<file path="config.mk">
export PLATFORM = sky130hd
export DESIGN_NAME = tst_ram
export DESIGN_NICKNAME = d
export VERILOG_FILES = /design/src/design/tst_ram.sv
export SDC_FILE = /design/constraint.sdc
export NUM_CORES = 1
export LEC_CHECK = 0
export BUFFER_PORTS_ARGS = -buffer_cell sky130_fd_sc_hd__buf_2
export CAP_MARGIN = 25
export CORE_ASPECT_RATIO = 0.6
export CORE_MARGIN = 5
export CORE_UTILIZATION = 50
export DETAILED_ROUTE_END_ITERATION = 16
export PLACE_DENSITY = 0.72
export SETUP_SLACK_MARGIN = 0.3
export SKIP_LAST_GASP = 1
export SYNTH_ARGS = -nofsm -noshare
export SYNTH_HDL_FRONTEND = slang
export SYNTH_SLANG_ARGS = --single-unit
export TNS_END_PERCENT = 10
</file>
<file path="constraint.sdc">
create_clock -name aclk -period 4.5 [get_ports aclk]
set_input_delay 0.9 -clock aclk [delete_from_list [all_inputs] [get_ports aclk]]
set_output_delay 0.9 -clock aclk [all_outputs]
set_load 0.005 [all_outputs]
</file>
<file path="src/design/tst_ram.sv">
// Generic simple dual-port RAM with one write port and a registered read port.
module tst_ram #(
    parameter int WIDTH = 8,
    parameter int DEPTH = 16,
    parameter int AW    = (DEPTH > 1) ? $clog2(DEPTH) : 1
) (
    input  logic             aclk,
    input  logic             we,
    input  logic [AW-1:0]    waddr,
    input  logic [WIDTH-1:0] wdata,
    input  logic             re,
    input  logic [AW-1:0]    raddr,
    output logic [WIDTH-1:0] rdata
);

    logic [WIDTH-1:0] mem [DEPTH];
    logic [WIDTH-1:0] rdata_reg;

    always_ff @(posedge aclk) begin
        if (we) begin
            mem[waddr] <= wdata;
        end
        if (re) begin
            rdata_reg <= mem[raddr];
        end
    end

    assign rdata = rdata_reg;

endmodule

</file>
# Word level (Yosys, flattened, before mapping)
# Memories as Yosys holds them, arrays and structs flattened. A register that Yosys moved wholly into a read port is not among the register bits.
# Index checks and enable logic that the tools add are counted.
[word_totals]
reg_bits = 0
latchBits = 0
ramBits = 128
mem_bits_ro = 0
memories = 1
[classes]
add_sub_neg = 0
mul = 0
n_div = 0
magnitude_cmp = 0
eq_ne = 0
shift = 0
mux = 2
bitwise = 0
n_reduce_logical = 0
[memory_table]
columns = ["name", "depth", "word_bits", "read_ports", "rd_clocked_by_memory_dff", "write_ports", "line", "source"]
rows = [
  ["mem", 16, 8, 1, 1, 1, "16", "logic [WIDTH-1:0] mem [DEPTH];"],
]
[op_table]
columns = ["cell", "n"]
rows = [
  ["1-bit two-way mux", 2],
]

# Longest topological paths before layout
[depth]
depth_word = 2
ltp_mapped = 5
depth_no_buf = 3

# Worst setup path after synthesis
# OpenSTA, ideal clock, no wires.
[synth_path]
kind = "input to register"
from = "input port waddr[2]"
to = "memory mem[0][0] (enable)"
setup_ns = 0.383
arrival_time_ns = 2.010
t_required_ns = 4.117
slack_ns = 2.107
path_stages = 2
cell_sequence = "or3b_2 > nor3_1"
[synth_rtl]
columns = ["element", "line", "source"]
rows = [
  ["start: declaration", "9", "input logic [AW-1:0] waddr,"],
  ["end: declaration", "16", ""],
]
# Straight into the memory's write port.

==> results.yml <==
critical_path:
  path_class: "input pin to flop"
  cp.required_ps: 4650
  crit_chain: "buf_2 > buf_4 > mux4_1 > a22oi_1 > nand2_1"
  endpoint_kind: "flop"
  path_max_fanout: 25
  cp.arrival_ps: 2730
  slowest_stage: "buf_2"
  startpoint_type: "input pin"
  slowest_delay_ps: 650
layout:
  diodes: 0
  drive_gt1_frac: 0.262
  fin_nets: 288
  syn2layout_area_growth_pct: 15.2
  fillers: 729
  largest_reg_flops: 128
logic_synthesis:
  syn_area_per_cell_um2: 22.8
  syn-num-nets: 248
  synth.cell_area_um2: 5230
  synth_seq_cells: 136
  post_synth_num_cell_types: 18
  yosys_warnings: 0
  yosysSeqAreaShare: 0.781
  synth_cells: 229
die:
  dieArea_um2: 12700
  die_h_um: 89.2
  core-area_um2: 10000
  floorplan.initialDensity: 0.522
  row_count: 28
  fp.dieW_um: 142
  pin_count: 27
routing:
  drc: 0
  routed_wl_um: 9860
  viasPerCell: 5.88
  dr.pass1.iters: 4
  wire_per_inst_um: 23.6
  first_iter_violations: 228
  via_count: 2451
  postRouteAntennaNets: 0
clock_tree:
  cts_setup_buffers: 0
  postCtsHoldBufs: 0
  clk_latency_ps: 410
  clockBufferDepth: 2
  cts_buffers: 17
  cts_tree: "yes"
  cts_max_level: 4
  clkTransAtPathRegs_ps: 60
  clockRootBuffer: "clkbuf_16"
  cts_resized: 0
  cts_sinks: 136
placed_design:
  dp_hpwl_um: 6350
  port-buffer-count: 26
  globalplace.congestion: 0.806
timing:
  fin_crit_ps: 2570
  rsz0062_at_grt: "false"
  tns_ps: 0
  finalCritPeriodShare: 0.572
  hold_viol: 0
  worst_slew_pin_slew_ps: 1040
  setup_violations: 0
  relSlewSlack: 0.305
  drv_slew: 0
  whs_ps: 744
  clock_skew_ps: 7.41
  fmax_ghz: 0.389
power:
  pwr_density_cell_nw_per_um2: 470
  leakage_nw: 2.00
  max-vdd-ir-drop_mv: 0.369
flow_run:
  max_cap_viol_count: 0
grt:
  grt_pass1_vias: 2446
  grtUsageTotal: 0.174
  grt_max_degree: 33
  grt_first_pass_wirelength_um: 15000
  grt_antenna_before_repair: 0
  grt.overflow.total: 0
status:
  status: "finished, final reports clean"
hold_path:
  hold_class: "flop to flop"
## logic make-up after synthesis
family,share of synthesized area
buffers and inverters,0.0165
AOI/OAI and AO/OA,0.0230
muxes,0.148
and+or+nand+nor,0.0314
DFF,0.781
## where the power goes
group | switching (mW) | total (mW) | internal, mW
clock network | 0.472 | 1.27 | 0.801
registers | 0.00685 | 1.44 | 1.43
logic | 0.0724 | 0.123 | 0.0503
total | 0.551 | 2.83 | 2.28
## synth_stat cells
library cell	count	area share
edfxtp_1	136	0.78
mux4_2	18	0.078
a22oi_1	16	0.023
mux4_1	14	0.070
nor2_1	13	0.0093
nand2_1	9	0.0065
nor3_1	4	0.0038
buf_2	3	0.0029
buf_6	3	0.0065
clkdlybuf4s25_2	3	0.0057
nand2b_1	2	0.0024
nand3b_1	2	0.0029
and2_1	1	0.0012
and2b_1	1	0.0014
buf_4	1	0.0014
nand3_1	1	0.00096
nor2b_1	1	0.0012
or3b_2	1	0.0017
## per-layer routing
metal  vias to the layer above  routed length (um)  global-route usage
met5                         -                   0                   0
met4                         0                  72              0.0679
met3                         8                 984              0.0593
met2                       103                4440               0.250
met1                      1270                4360               0.249
li1                       1070                   -                   -
## layout make-up
cell class / count / area, um^2 / share of cell area
Sequential cell: 136 / 4080 / 0.678
Timing Repair Buffer: 31 / 168 / 0.0278
Clock inverter: 12 / 109 / 0.0181
Tap cell: 135 / 169 / 0.0280
Clock buffer: 20 / 437 / 0.0725
Multi-Input combinational cell: 83 / 1060 / 0.176
## critical path, delay by kind of cell
| family | cells | cell delay [ps] |
|---|---|---|
| AOI/OAI and AO/OA | 1 | 200 |
| buffers and inverters | 2 | 980 |
| muxes | 1 | 560 |
| and+or+nand+nor | 1 | 70 |
## metrics by stage
stage | worst slack, ps | power [mW] | utilization | area (um^2) | cells
after floorplan | 2110 | 1.53 | - | 5230 | 229
after global placement | 1480 | 1.58 | 0.547 | 5480 | 385
after detailed placement | 1490 | 1.59 | 0.547 | 5480 | 385
after CTS | 1910 | 2.86 | 0.601 | 6020 | 417
after global routing | 1800 | 2.93 | 0.601 | 6020 | 417
final | 1930 | 2.83 | 0.601 | 6020 | 417
## worst paths after layout
check	slack [ps]	depth (start not counted)	endpoint	from
min	740	3	rdata[1]	mem[7][1]
max	1930	5	rdata[0]	raddr[0]
min reg2reg	740	3	rdata[1]	mem[7][1]
max reg2reg	3000	3	rdata[2]	mem[9][2]
## layout by cell type, fill, tap and decap left out
cell type	instances
clkinvlp_4	2
nand2_1	9
nor3_1	4
a22oi_1	16
nand3b_1	2
nand2b_1	2
mux4_2	18
clkinv_1	5
clkbuf_16	17
mux4_1	14
nor2_1	13
bufinv_16	2
and2b_1	1
buf_4	5
and2_1	1
clkbuf_1	3
nand3_1	1
nor2b_1	1
clkinv_2	3
or3b_2	1
buf_2	26
edfxtp_1	136
No activity file was read; power rests on OpenSTA's default activity.
